**config.mk**
```make
export PLATFORM = sky130hd
export DESIGN_NAME = ax25_kiss_header_parser_top
export DESIGN_NICKNAME = d
export VERILOG_FILES = /design/src/rtl/akhp_pkg.sv /design/src/rtl/akhp_classify.sv /design/src/rtl/ax25_kiss_header_parser_top.sv
export VERILOG_INCLUDE_DIRS = /design/src /design/src/rtl
export SDC_FILE = /design/constraint.sdc
export NUM_CORES = 1
export LEC_CHECK = 0
export BUFFER_PORTS_ARGS = -buffer_cell sky130_fd_sc_hd__buf_2
export CORE_MARGIN = 2
export CORE_UTILIZATION = 55
export DETAILED_ROUTE_END_ITERATION = 16
export PLACE_DENSITY_LB_ADDON = 0.1
export SLEW_MARGIN = 20
export SYNTH_ARGS = -nofsm -noshare
export SYNTH_HDL_FRONTEND = slang
export SYNTH_SLANG_ARGS = --single-unit
```
**constraint.sdc**
```tcl
create_clock -name clk -period 2.55 [get_ports clk]
set_input_delay 0.255 -clock clk [delete_from_list [all_inputs] [get_ports clk]]
set_output_delay 0.255 -clock clk [all_outputs]
set_load 0.02 [all_outputs]
```
**src/rtl/assert_macros.svh**
```systemverilog
// ---------------------------------------------------------------------------
// Assertion macros
// Shared concurrent assertion forms used by the RTL of the header parser.
// ---------------------------------------------------------------------------
`ifndef ASSERT_MACROS_SVH
`define ASSERT_MACROS_SVH

// Same-cycle implication, checked on every rising clock edge out of reset.
`define AST_IMPLIES(label, clk, rst_n, ante, cons, msg) \
	label: assert property (@(posedge clk) disable iff (!(rst_n)) (ante) |-> (cons)) \
		else $error(msg);

// Next-cycle implication, checked on every rising clock edge out of reset.
`define AST_NEXT(label, clk, rst_n, ante, cons, msg) \
	label: assert property (@(posedge clk) disable iff (!(rst_n)) (ante) |=> (cons)) \
		else $error(msg);

`endif

```
**src/rtl/akhp_pkg.sv**
```systemverilog
// ---------------------------------------------------------------------------
// AX.25 KISS header parser package
// Role and verdict codes, protocol constants and the classifier result type.
// ---------------------------------------------------------------------------
package akhp_pkg;

	// Octets in one AX.25 address field.
	localparam int unsigned ADDR_OCTETS = 7;
	localparam logic [2:0]  LAST_OCTET  = 3'(ADDR_OCTETS - 1);

	// Protocol constants.
	localparam logic [3:0] KISS_PORT_MASK = 4'hf;
	localparam int unsigned ADDR_END_BIT  = 0;
	localparam int unsigned REPEATED_BIT  = 7;
	localparam logic [7:0] CTL_UI         = 8'h03;
	localparam logic [7:0] PID_NO_LAYER3  = 8'hf0;

	// Role of one byte within the frame.
	typedef enum logic [2:0] {
		ROLE_KISS = 3'd0,
		ROLE_DEST = 3'd1,
		ROLE_SRC  = 3'd2,
		ROLE_RPT  = 3'd3,
		ROLE_CTL  = 3'd4,
		ROLE_PID  = 3'd5,
		ROLE_PAY  = 3'd6,
		ROLE_REJ  = 3'd7
	} role_t;

	// Frame verdict.
	typedef enum logic [1:0] {
		VERDICT_INVALID      = 2'd0,
		VERDICT_VALID        = 2'd1,
		VERDICT_VALID_UNUSED = 2'd2
	} verdict_t;

	// Classification of one byte, handed from the classifier to the top level.
	typedef struct packed {
		role_t       role;
		logic [2:0]  slot;
		logic [2:0]  pos;
		logic        verdict_here;
		verdict_t    verdict;
		logic [3:0]  rpt_count;
		logic [3:0]  next_rpt;
	} class_t;

endpackage

```
**src/rtl/akhp_classify.sv**
```systemverilog
// ---------------------------------------------------------------------------
// AX.25 KISS header byte classifier
// Holds the per-frame parse state and labels the byte presented to it.
// The state advances only when the byte moves into the result register.
// ---------------------------------------------------------------------------
module akhp_classify #(
	parameter int unsigned MAX_REPEATERS = 8
) (
	input  logic            clk,
	input  logic            arst_n,
	input  logic            advance,
	input  logic [7:0]      data_byte,
	input  logic            frame_end,
	output akhp_pkg::class_t res
);
	import akhp_pkg::*;

	typedef enum logic [2:0] {
		PH_KISS = 3'd0,
		PH_DEST = 3'd1,
		PH_SRC  = 3'd2,
		PH_RPT  = 3'd3,
		PH_CTL  = 3'd4,
		PH_PID  = 3'd5,
		PH_PAY  = 3'd6,
		PH_REJ  = 3'd7
	} phase_t;

	localparam logic [3:0] RPT_MAX = 4'(MAX_REPEATERS);

	phase_t     phase_q, phase_upd;
	logic [2:0] octet_q, octet_upd;
	logic [3:0] rpt_seen_q, rpt_seen_upd;
	logic [3:0] next_unused_q, next_unused_upd;
	logic       ctl_ok_q, ctl_ok_upd;
	logic       verdict_given_q;
	logic       last_octet;

	assign last_octet = (octet_q >= LAST_OCTET);

	// Classify the current byte and work out the state after it.
	always_comb begin
		phase_upd       = phase_q;
		octet_upd       = octet_q;
		rpt_seen_upd    = rpt_seen_q;
		next_unused_upd = next_unused_q;
		ctl_ok_upd      = ctl_ok_q;
		res.role         = ROLE_KISS;
		res.slot         = 3'd0;
		res.pos          = 3'd0;
		res.verdict_here = 1'b0;
		res.verdict      = VERDICT_INVALID;
		case (phase_q)
			PH_KISS: begin
				if ((data_byte[3:0] & KISS_PORT_MASK) != 4'd0) begin
					res.role  = ROLE_REJ;
					phase_upd = PH_REJ;
				end else begin
					res.role  = ROLE_KISS;
					phase_upd = PH_DEST;
					octet_upd = 3'd0;
				end
			end
			PH_DEST: begin
				res.role = ROLE_DEST;
				res.pos  = octet_q;
				if (last_octet) begin
					octet_upd = 3'd0;
					phase_upd = PH_SRC;
				end else begin
					octet_upd = octet_q + 3'd1;
				end
			end
			PH_SRC: begin
				res.role = ROLE_SRC;
				res.pos  = octet_q;
				if (last_octet) begin
					octet_upd = 3'd0;
					if (frame_end) begin
						res.verdict_here = 1'b1;
						res.verdict      = VERDICT_VALID;
					end
					phase_upd = data_byte[ADDR_END_BIT] ? PH_CTL : PH_RPT;
				end else begin
					octet_upd = octet_q + 3'd1;
				end
			end
			PH_RPT: begin
				res.role = ROLE_RPT;
				res.slot = rpt_seen_q[2:0];
				res.pos  = octet_q;
				if (last_octet) begin
					octet_upd = 3'd0;
					if (data_byte[REPEATED_BIT]) begin
						next_unused_upd = rpt_seen_q + 4'd1;
					end
					if (rpt_seen_q < RPT_MAX) begin
						rpt_seen_upd = rpt_seen_q + 4'd1;
					end
					if (data_byte[ADDR_END_BIT] || (rpt_seen_upd >= RPT_MAX)) begin
						phase_upd = PH_CTL;
					end
				end else begin
					octet_upd = octet_q + 3'd1;
				end
			end
			PH_CTL: begin
				res.role   = ROLE_CTL;
				ctl_ok_upd = (data_byte == CTL_UI);
				phase_upd  = PH_PID;
			end
			PH_PID: begin
				res.role         = ROLE_PID;
				res.verdict_here = 1'b1;
				if (ctl_ok_q && (data_byte == PID_NO_LAYER3)) begin
					res.verdict = ((rpt_seen_q == 4'd0) || (next_unused_q >= rpt_seen_q))
						? VERDICT_VALID : VERDICT_VALID_UNUSED;
				end else begin
					res.verdict = VERDICT_INVALID;
				end
				phase_upd = PH_PAY;
			end
			PH_PAY: begin
				res.role = ROLE_PAY;
			end
			PH_REJ: begin
				res.role = ROLE_REJ;
			end
			default: begin
				res.role = ROLE_REJ;
			end
		endcase
		// A frame that ends without a verdict so far is invalid.
		if (frame_end && !res.verdict_here && !verdict_given_q) begin
			res.verdict_here = 1'b1;
			res.verdict      = VERDICT_INVALID;
		end
		res.rpt_count = rpt_seen_upd;
		res.next_rpt  = next_unused_upd;
	end

	// Parse state; every frame end returns it to the reset values.
	always_ff @(posedge clk or negedge arst_n) begin
		if (!arst_n) begin
			phase_q         <= PH_KISS;
			octet_q         <= 3'd0;
			rpt_seen_q      <= 4'd0;
			next_unused_q   <= 4'd0;
			ctl_ok_q        <= 1'b0;
			verdict_given_q <= 1'b0;
		end else if (advance) begin
			if (frame_end) begin
				phase_q         <= PH_KISS;
				octet_q         <= 3'd0;
				rpt_seen_q      <= 4'd0;
				next_unused_q   <= 4'd0;
				ctl_ok_q        <= 1'b0;
				verdict_given_q <= 1'b0;
			end else begin
				phase_q         <= phase_upd;
				octet_q         <= octet_upd;
				rpt_seen_q      <= rpt_seen_upd;
				next_unused_q   <= next_unused_upd;
				ctl_ok_q        <= ctl_ok_upd;
				verdict_given_q <= verdict_given_q | res.verdict_here;
			end
		end
	end

endmodule

```
**src/rtl/ax25_kiss_header_parser_top.sv**
```systemverilog
// ---------------------------------------------------------------------------
// AX.25 KISS header parser, top level
// Labels each byte of a KISS data frame by its role in the AX.25 UI header
// and gives one verdict per frame.
// ---------------------------------------------------------------------------
// Usage:
//   The input channel (in_valid, in_stall, data_byte, frame_end) takes one
//   byte of a KISS frame per item, with frame_end high on the last byte.
//   The output channel (out_valid, out_stall and the result fields) returns
//   one item per input item, in order, with the byte passed through.
//   An accepted item goes into the input register, is classified there and
//   is written to the result register when that register frees, and is then
//   offered on the output; out_stall can hold it in the input register.
//   Throughput: one item per cycle while out_stall is low. The input
//   register and the result register are both kept full while the receiver
//   takes items, so the rate is set only by the output side.
//   When out_stall is high with a result waiting, the result holds, the
//   byte in the input register waits, and in_stall rises once that register
//   is occupied.
//   Reset empties both registers and returns the parse state to the start of
//   a frame; the block can take a new frame as soon as reset is released.
//   A verdict appears once per frame: on the PID byte, or on the last byte
//   if the frame ends earlier.
// ---------------------------------------------------------------------------
`include "assert_macros.svh"

module ax25_kiss_header_parser_top #(
	parameter int unsigned MAX_REPEATERS = 8
) (
	input  logic       clk,
	input  logic       arst_n,
	input  logic       in_valid,
	output logic       in_stall,
	input  logic [7:0] data_byte,
	input  logic       frame_end,
	output logic       out_valid,
	input  logic       out_stall,
	output logic [7:0] byte_out,
	output logic [2:0] role,
	output logic [2:0] repeater_slot,
	output logic [2:0] octet_pos,
	output logic       verdict_here,
	output logic [1:0] verdict,
	output logic [3:0] repeater_count,
	output logic [3:0] next_repeater,
	output logic       last_of_frame
);
	import akhp_pkg::*;

	logic       valid_s1;
	logic [7:0] byte_s1;
	logic       end_s1;
	logic       out_valid_q;
	logic       advance;
	logic       fire;
	logic       in_accept;
	class_t     res;

	// Handshake: the result register frees when empty or when taken.
	assign advance   = !out_valid_q || !out_stall;
	assign fire      = valid_s1 && advance;
	assign in_stall  = valid_s1 && !advance;
	assign in_accept = in_valid && !in_stall;
	assign out_valid = out_valid_q;

	// Input register.
	always_ff @(posedge clk or negedge arst_n) begin
		if (!arst_n) begin
			valid_s1 <= 1'b0;
		end else if (in_accept) begin
			valid_s1 <= 1'b1;
		end else if (advance) begin
			valid_s1 <= 1'b0;
		end
	end

	always_ff @(posedge clk) begin
		if (in_accept) begin
			byte_s1 <= data_byte;
			end_s1  <= frame_end;
		end
	end

	// Byte classifier and parse state.
	akhp_classify #(
		.MAX_REPEATERS(MAX_REPEATERS)
	) u_classify (
		.clk       (clk),
		.arst_n    (arst_n),
		.advance   (fire),
		.data_byte (byte_s1),
		.frame_end (end_s1),
		.res       (res)
	);

	// Result register.
	always_ff @(posedge clk or negedge arst_n) begin
		if (!arst_n) begin
			out_valid_q <= 1'b0;
		end else if (advance) begin
			out_valid_q <= valid_s1;
		end
	end

	always_ff @(posedge clk) begin
		if (fire) begin
			byte_out       <= byte_s1;
			role           <= res.role;
			repeater_slot  <= res.slot;
			octet_pos      <= res.pos;
			verdict_here   <= res.verdict_here;
			verdict        <= res.verdict;
			repeater_count <= res.rpt_count;
			next_repeater  <= res.next_rpt;
			last_of_frame  <= end_s1;
		end
	end

	// Checks on the internal pipeline and on the result labels.
	`AST_NEXT(a_s1_holds, clk, arst_n, valid_s1 && !advance, valid_s1 && $stable(byte_s1) && $stable(end_s1), "input register lost a waiting item")
	`AST_IMPLIES(a_slot_only_rpt, clk, arst_n, out_valid_q && (role != ROLE_RPT), repeater_slot == 3'd0, "repeater slot set outside a repeater octet")
	`AST_IMPLIES(a_good_verdict_place, clk, arst_n, out_valid_q && verdict_here && (verdict != VERDICT_INVALID), (role == ROLE_SRC) || (role == ROLE_PID), "valid verdict outside source end or PID byte")

endmodule
```
# Word-level counts from Yosys, hierarchy flattened
# Index checks and enable logic that the tools add are counted.
[classes]
addsub = 2
mux = 35
bitwise = 1
n_lt_le_gt_ge = 4
reduce_logical = 26
n_eq_ne = 14
[op_table]
columns = ["cell", "count"]
rows = [
  ["3-bit two-way mux", 14],
  ["4-bit two-way mux", 10],
  ["3-bit case mux with 8 select lines", 1],
  ["3-bit case mux with 6 select lines", 1],
  ["3-bit == test, second input constant", 4],
  ["3-bit by 2-bit inequality test with 1-bit output, second input constant", 4],
  ["3-bit case mux with 2 select lines", 2],
  ["8-bit by 2-bit == test with 1-bit output, second input constant", 1],
  ["8-bit == test, second input constant", 1],
  ["7-bit nonzero test", 1],
  ["3-bit by 2-bit == test with 1-bit output, second input constant", 2],
  ["1-bit logical AND", 6],
  ["1-bit logical NOT", 6],
  ["6-bit AND reduction", 1],
  ["1-bit two-way mux", 5],
  ["4-bit by 1-bit adder with 4-bit output, second input constant", 1],
  ["4-bit greater-or-equal comparator", 1],
  ["4-bit greater-or-equal comparator, second input constant", 1],
  ["4-bit logical NOT", 1],
  ["4-bit less-than comparator, second input constant", 1],
  ["2-bit two-way mux", 2],
  ["2-bit nonzero test", 2],
  ["4-bit nonzero test", 1],
  ["3-bit by 1-bit adder with 3-bit output, second input constant", 1],
  ["other kinds (10)", 12],
]
[totals]
ff_bits = 56
word_cells = 101
output_inout_bits = 31
in_bits = 13

# Depth between registers and ports, before layout
# Gate-level depths: netlist of the first run.
[depth]
word_depth = 11
mapped_depth = 8
depth_no_buf = 7

# Cells and area by module
# From an unflattened synthesis of the first run, not the netlist that was laid out.
[unflattened]
cells_unflattened = 201
area_unflattened_um2 = 2486.1
[by_module_without_submodules]
columns = ["module", "area_each_um2", "cells_each", "n_inst", "seq_area_each_um2"]
rows = [
  ["akhp_classify", 1252.5, 155, 1, 400.4],
  ["ax25_kiss_header_parser_top", 1233.7, 46, 1, 1191.1],
]

# Worst setup path before layout of the first run
# No wires, ideal clock.
[synth_timing]
path_type = "register to register"
startpoint = "register out_valid_q, in the netlist out_valid"
endpoint = "register u_classify.phase_q[0]"
path_buffers = 1
required_time_ns = 2.417
setup_slack_ns = 0.203
setup_ns = 0.133
period_less_slack_ns = 2.347
stages_incl_launch_ff = 8
arrival_time_ns = 2.214
cell_sequence = "dfrtp_1 -> nand2_1 -> nand2_1 -> inv_1 -> clkbuf_1 -> o21ai_0 -> o21ai_0 -> o41ai_1"
[synth_via]
elab_chain_cells = 4
[synth_lines]
columns = ["element", "line", "rtl"]
rows = [
  ["start, declared", "ax25_kiss_header_parser_top.sv:53", "logic out_valid_q;"],
  ["start signal, assigned", "ax25_kiss_header_parser_top.sv:101", "out_valid_q <= valid_s1;"],
  ["1-bit logical NOT", "ax25_kiss_header_parser_top.sv:60", "assign advance = !out_valid_q || !out_stall;"],
  ["1-bit logical OR", "ax25_kiss_header_parser_top.sv:60", ""],
  ["1-bit logical AND", "ax25_kiss_header_parser_top.sv:61", "assign fire = valid_s1 && advance;"],
  ["net fire", "ax25_kiss_header_parser_top.sv:55", "logic fire;"],
  ["6-bit AND reduction (no line)", "--", ""],
  ["end signal, assigned", "akhp_classify.sv:160", "phase_q <= phase_upd;"],
  ["end, declared", "akhp_classify.sv:31", "phase_t phase_q, phase_upd;"],
]
# The timed path passes the listed nets, and every way through them passes these cells.
# A chain may end at the register's enable or synchronous reset.

# Worst setup path in the final report of the first run
[layout_timing]
startpoint = "register byte_s1[0]"
endpoint = "register verdict[0] (data pin)"
[layout_via]
elab_chain_cells = 4
[layout_lines]
columns = ["element", "line", "rtl"]
rows = [
  ["start, declared", "ax25_kiss_header_parser_top.sv:51", "logic [7:0] byte_s1;"],
  ["start signal, assigned", "ax25_kiss_header_parser_top.sv:79", "byte_s1 <= data_byte;"],
  ["8-bit == test", "akhp_classify.sv:115", "if (ctl_ok_q && (data_byte == PID_NO_LAYER3)) begin"],
  ["1-bit logical AND", "akhp_classify.sv:115", ""],
  ["2-bit two-way mux", "akhp_classify.sv:115", ""],
  ["3-bit case mux with 2 select lines", "akhp_classify.sv:53", "case (phase_q)"],
  ["end signal, assigned", "ax25_kiss_header_parser_top.sv:112", "verdict <= res.verdict;"],
  ["end, declared", "ax25_kiss_header_parser_top.sv:43", "output logic [1:0] verdict,"],
]
# Every way passes these cells.

==> qor.yml, run 1 <==
detailed_routing:
  wl_met3_um: 263
  via_per_inst: 5.50
  first_pass_iters: 6
  drt_iter0_markers: 88
  wl_met1_um: 2260
  wire_per_inst_um: 14.6
  drc_errors: 0
  ant_nets: 0
  wl_met2_um: 1910
  vias: 1705
  top_layer: "met4"
  routed_wl_um: 4530
setup_path:
  crit_chain: "or4_4 > or4_4 > nand2b_1 > o21ai_2"
  r2r-end: "verdict[0]"
  path_buf_inv: 0
  start_kind: "flip-flop"
  slowest_delay_ns: 0.61
  startpoint: "byte_s1[0]"
  r2r_slack_ns: 0.54
  critical_path_class: "reg2reg"
  crit_family: "simple AND/OR/NAND/NOR gates"
  slowest_stage: "or4_4"
  endpoint_kind: "flip-flop"
  rr_worst_depth: 4
  cp_common_cell: "or4_4"
  critPathArrivalTime_ns: 2.18
  crit_fanout: 7
  r2r-start: "byte_s1[0]"
  cp.required_ns: 2.72
floorplanning:
  dieHeight_um: 71.6
  ios: 44
  coreArea_um2: 4380
  fp-row-count: 24
  die_w_um: 71.6
  dieArea_um2: 5120
  initial_utilization_pct: 57.2
synthesis:
  netlist_area_um2: 2510
  synth_compound_area_share_pct: 11.9
  synthCells: 210
  synthMuxAreaShare_pct: 1.69
  syn-num-nets: 231
  synth_top_family_by_area: "simple AND/OR/NAND/NOR gates"
  yosys.area.top_type: "edfxtp_1"
  ys_seq_elements: 56
  synth_xor_area_share_pct: 1.05
  yosys.area_share.simple_pct: 14.9
  synth_warnings: 0
  synthTopCellsByArea: "edfxtp_1 (45%), dfrtp_1 (18%), ha_1 (4.0%)"
  syn_area_per_cell_um2: 12.0
  ys_seq_area_share_pct: 63.4
  synth_cell_types: 45
  synth_top_cell_area_share_pct: 45.5
  synth_fa_ha_area_share_pct: 3.99
final_layout:
  drive_above_1_share_pct: 25.2
  areaGrowthSynthToFinish_pct: 15.0
  nets: 278
  final_cell_mix: "buf_2 (43), edfxtp_1 (38), nand2_1 (24)"
  final_area_um2: 2890
  n_antenna_cell: 0
  multi_input_area_um2: 841
  final_common_cell: "buf_2"
  n_fill_cell: 355
  regArea_um2: 1590
power:
  p_per_area_nw_per_um2: 841
  p_leak_nw: 1.21
  peakVddDrop_mv: 0.503
timing:
  tns_ns: 0
  slew_violations: 0
  maxSlewHeadroom_pct: 70.6
  setup_viol_count_final: 0
  period_needed_ns: 2.01
  fmax_mhz: 497
  clock_skew_ns: 0.00529
  hold_violations: 0
  period_share_pct: 78.9
  tightest_slew_ns: 0.442
  grt_setup_unrepaired: "false"
min_path:
  min_from: "frame_end"
  min_path_cells: 1
  hold_path_end: "end_s1"
  worstHoldPathType: "in2reg"
placed_design:
  portBuffers: 43
  dpl-instance-area_um2: 2800
  place_hpwl_um: 3160
  gp_congestion: 0.859
clocking:
  clkLatencyLatePin_ns: 0.31
  cts.htree.levels: 2
  cts_tree: "built"
  cts_made_buffers: 5
  post_cts_buffers: 0
  cts.sinks: 56
  root_buffer: "clkbuf_8"
  max-clock-path-buffers: 2
  cts.clk_slew.worst_paths_ns: 0.09
global_routing:
  grt_pass1_vias: 1548
  track_usage_pct: 19.3
  grt_max_degree: 29
  antenna_found_initial: 0
  grt.overflow.total: 0
  grt_pass1_wl_um: 7470
flow_run:
  drv_cap: 0
status:
  status: "completed"
-- worst max-delay path by stage --
stage          slack [ns]                    end  depth (start not counted)
3_3_place_gp         0.60             verdict[0]                          4
2_1_floorplan        0.20  u_classify.phase_q[0]                          7
3_5_place_dp         0.55             verdict[0]                          4
6_report             0.54             verdict[0]                          4
5_1_grt              0.42  u_classify.phase_q[0]                          7
4_1_cts              0.53             verdict[0]                          4
-- where the power goes --
part	switching [W]	total [W]	internal (W)	leakage, nW
logic	0.000407	0.000686	0.000279	0.572
registers	0.000138	0.00128	0.00114	0.599
clock network	0.000268	0.000460	0.000192	0.0399
-- flip-flops by register name, indices dropped and copies added (netlist names), 2 cells and up --
register	cells
byte_s1	8
verdict	2
role	3
next_repeater	4
u_classify.rpt_seen_q	4
u_classify.octet_q	3
repeater_count	4
octet_pos	3
repeater_slot	3
byte_out	8
u_classify.next_unused_q	4
u_classify.phase_q	3
-- cells in the mapped netlist, drive strengths merged --
library cell and n:
a21oi 5, o41ai 1, nand2b 6, nor3 3
ha 8, buf 3, clkbuf 8, nand2 24
a21o 4, o22a 1, inv 8, nand3 6
nand3b 1, a31o 1, o21a 1, o22ai 2
o211a 1, o21bai 1, and3b 1, mux2 2
and2 5, or4 2, xnor2 3, a31oi 2
or3 1, dfrtp 18, or2b 1, and2b 1
nor2 15, a221oi 2, o31a 1, a211oi 2
a22oi 2, nor2b 2, edfxtp 38, mux2i 2
nand4 1, o21ai 21, nor4 4
-- layer usage --
| layer | track usage (%) | vias to the layer above |
|---|---|---|
| met4 | 9.01 | 0 |
| met5 | 0 | - |
| li1 | - | 850 |
| met3 | 3.80 | 10 |
| met2 | 26.9 | 65 |
| met1 | 29.3 | 780 |
-- cells by family after synthesis --
kind of cell	count (synthesis)
and+or+nand+nor	73
DFF	56
AOI/OAI and AO/OA	47
buffers and inverters	19
adders and majority gates	8
muxes	4
xor gates and xnor gates	3
-- metrics by stage --
step                hold WS (ns)  utilization [%]  setup WS [ns]  power [W]  instances
finish                     0.115             65.8          0.538    0.00243        310
detailed placement         0.224             63.8          0.546    0.00198        301
global route               0.107             65.8          0.420    0.00258        310
global placement           0.221             63.8          0.598    0.00198        301
CTS                        0.113             65.8          0.534    0.00243        310
floorplan                -0.0406                -          0.203    0.00179        210
-- area by class of cell --
class | instances | area share, %
clock inverters | 1 | 0.130
inverters | 8 | 1.04
well taps | 52 | 2.25
repair buffers | 51 | 9.63
clock buffers | 7 | 2.65
multi-input cells | 135 | 29.1
flip-flops and latches | 56 | 55.2
-- timing repair --
| item | in CTS | in global routing |
|---|---|---|
| hold endpoints to repair | 18 | 0 |
| hold buffers | 1 | 0 |
| gates resized for setup | 0 | 0 |
(Power assumes the default switching activity.)
==> run 2: changes to the inputs <==
==> constraint.sdc (replaced) <==
create_clock -name clk -period 1.99 [get_ports clk]
set_input_delay 0.199 -clock clk [delete_from_list [all_inputs] [get_ports clk]]
set_output_delay 0.199 -clock clk [all_outputs]
set_load 0.02 [all_outputs]
==> run 2 against run 1 <==
Global-route usage is 0.97 points higher. Combinational power is 42% higher. Total power is 39% higher. Utilization is 2.1 points higher. Largest power group unchanged.
==> qor.yml, run 2 (synthesis results as in run 1) <==
global_routing:
  antenna_found_initial: 0  # unchanged
  grt_pass1_vias: 1728  # +12%
  grt.overflow.total: 0  # unchanged
  grt_max_degree: 19  # -34%
  track_usage_pct: 20.2  # +0.97 points
  grt_pass1_wl_um: 8020  # +7.5%
floorplanning:
  die_w_um: 71.6  # unchanged
  ios: 44  # unchanged
  fp-row-count: 24  # unchanged
  dieHeight_um: 71.6  # unchanged
  dieArea_um2: 5120  # unchanged
  coreArea_um2: 4380  # unchanged
  initial_utilization_pct: 57.2  # unchanged
power:
  peakVddDrop_mv: 0.629  # +25%
  p_per_area_nw_per_um2: 1130  # +35%
  p_leak_nw: 1.26  # +4.4%
clocking:
  clkLatencyLatePin_ns: 0.30  # about the same
  cts_made_buffers: 5  # unchanged
  cts.htree.levels: 2  # unchanged
  max-clock-path-buffers: 2  # unchanged
  cts.sinks: 56  # unchanged
  cts_tree: "built"
  root_buffer: "clkbuf_8"
  cts.clk_slew.worst_paths_ns: 0.09  # about the same
setup_path:
  r2r-end: "verdict[0]"
  critical_path_class: "reg2reg"
  critPathArrivalTime_ns: 2.10  # -0.08 ns
  rr_worst_depth: 4  # unchanged
  r2r_slack_ns: 0.05  # -0.49 ns
  cp_common_cell: "or4_4"
  crit_fanout: 5  # -2
  crit_chain: "or4_4 > or4_4 > nand2b_1 > o21ai_2"
  endpoint_kind: "flip-flop"
  start_kind: "flip-flop"
  slowest_stage: "or4_4"
  slowest_delay_ns: 0.57  # -0.04 ns
  r2r-start: "byte_s1[1]"
  cp.required_ns: 2.15  # -0.57 ns
final_layout:
  areaGrowthSynthToFinish_pct: 18.6
  drive_above_1_share_pct: 28.4  # +3.2 points
  final_common_cell: "buf_2"
  final_cell_mix: "buf_2 (43), edfxtp_1 (38), nand2_1 (24)"
  n_antenna_cell: 0  # unchanged
  nets: 284  # +2.2%
  top_regs: "byte_out x8, byte_s1 x8"
  n_fill_cell: 340  # -4.2%
detailed_routing:
  drc_errors: 0  # unchanged
  vias: 1748  # +2.5%
  wl_met2_um: 2210  # +16%
  drt_iter0_markers: 74  # -16%
  via_per_inst: 5.53  # +0.58%
  wl_met1_um: 2260  # +0.31%
  first_pass_iters: 4  # -2
  wire_per_inst_um: 15.0  # +2.9%
  wl_met3_um: 230  # -13%
  routed_wl_um: 4750  # +4.9%
  top_layer: "met4"
  ant_nets: 0  # unchanged
timing:
  clock_skew_ns: 0.00615  # +0.000859 ns
  finalWorstSetupSlack_ns: 0.0524  # -0.486 ns
  setup_viol_count_final: 0  # unchanged
  tns_ns: 0  # unchanged
  tightest_slew_ns: 0.441  # -0.000595 ns
  maxSlewHeadroom_pct: 70.5  # about the same
  period_share_pct: 97.4  # +18 points
  hold_violations: 0  # unchanged
  grt_setup_unrepaired: "false"
  slew_violations: 0  # unchanged
  period_needed_ns: 1.94  # -0.0745 ns
  fmax_mhz: 516  # +3.8%
  holdWs_ns: 0.0666  # -0.0485 ns
placed_design:
  portBuffers: 43  # unchanged
  place_hpwl_um: 3400  # +7.7%
  post-place-ws_ns: 0.0684  # -0.478 ns
  gp_congestion: 0.803  # -6.5%
min_path:
  hold_path_end: "byte_s1[6]"
  min_from: "data_byte[6]"
  min_path_cells: 1  # unchanged
  worstHoldPathType: "in2reg"
flow_run:
  drv_cap: 0  # unchanged
status:
  status: "completed"
==> run 2: cell count changes in the layout (fill, tap and decap cells not counted), sizes merged <==
| cell | before | now |
|---|---|---|
| clkinv | 1 | 0 |
| buf | 50 | 56 |
| bufinv | 0 | 1 |
==> run 2: critical path, delay by kind of cell, from the launching register on <==
kind | cells | cell delay, ns
AOI/OAI and AO/OA | 1 | 0.08
DFF | 1 | 0.43
and+or+nand+nor | 3 | 1.29
==> run 2: per-stage QoR <==
stage | util [%] | total power (W) | cell area, µm² | instances
final | 67.9 | 0.00337 | 2980 | 316
after global routing | 67.9 | 0.00357 | 2980 | 316
after CTS | 67.9 | 0.00338 | 2980 | 316
after detailed placement | 64.8 | 0.00259 | 2840 | 307
after global placement | 64.8 | 0.00257 | 2840 | 307
after floorplan | - | 0.00229 | 2510 | 210
==> run 2: what timing repair did <==
| action | 4_1_cts | 5_1_grt |
|---|---|---|
| endpoints found under the hold margin | 18 | 0 |
| hold buffers | 1 | 0 |
| setup endpoints to repair | 0 | 1 |
| setup buffers | 0 | 0 |
| resized for setup | 0 | 2 |
==> run 2: layout make-up <==
| type | instances | area (µm²) | area share [%] |
|---|---|---|---|
| multi-input combinational | 135 | 841 | 28.2 |
| timing repair buffer | 57 | 323 | 10.8 |
| inverter | 8 | 30.0 | 1.01 |
| clock buffer | 7 | 96.3 | 3.24 |
| tap | 52 | 65.1 | 2.18 |
| sequential | 56 | 1590 | 53.5 |
| clock inverter | 1 | 30.0 | 1.01 |
==> run 2: worst max-delay path by stage <==
stage                     from          to  slack, ns  cells after the start
floorplan           byte_s1[0]  verdict[0]       0.11                      4
global placement    byte_s1[0]  verdict[0]       0.15                      4
detailed placement  byte_s1[1]  verdict[0]       0.07                      4
CTS                 byte_s1[1]  verdict[0]       0.04                      4
global route        byte_s1[1]  verdict[0]      0.001                      4
finish              byte_s1[1]  verdict[0]       0.05                      4
==> run 2: routing by layer <==
metal,global-route usage (%),up-vias
li1,-,864
met1,28.9,832
met2,32.3,47
met3,4.36,5
met4,4.61,0
met5,0,-
==> run 2: report_power, final <==
group	switching, W	internal, W
Combinational	0.000576	0.000396
Clock	0.000346	0.000444
Sequential	0.000139	0.00147
Total	0.00106	0.00231
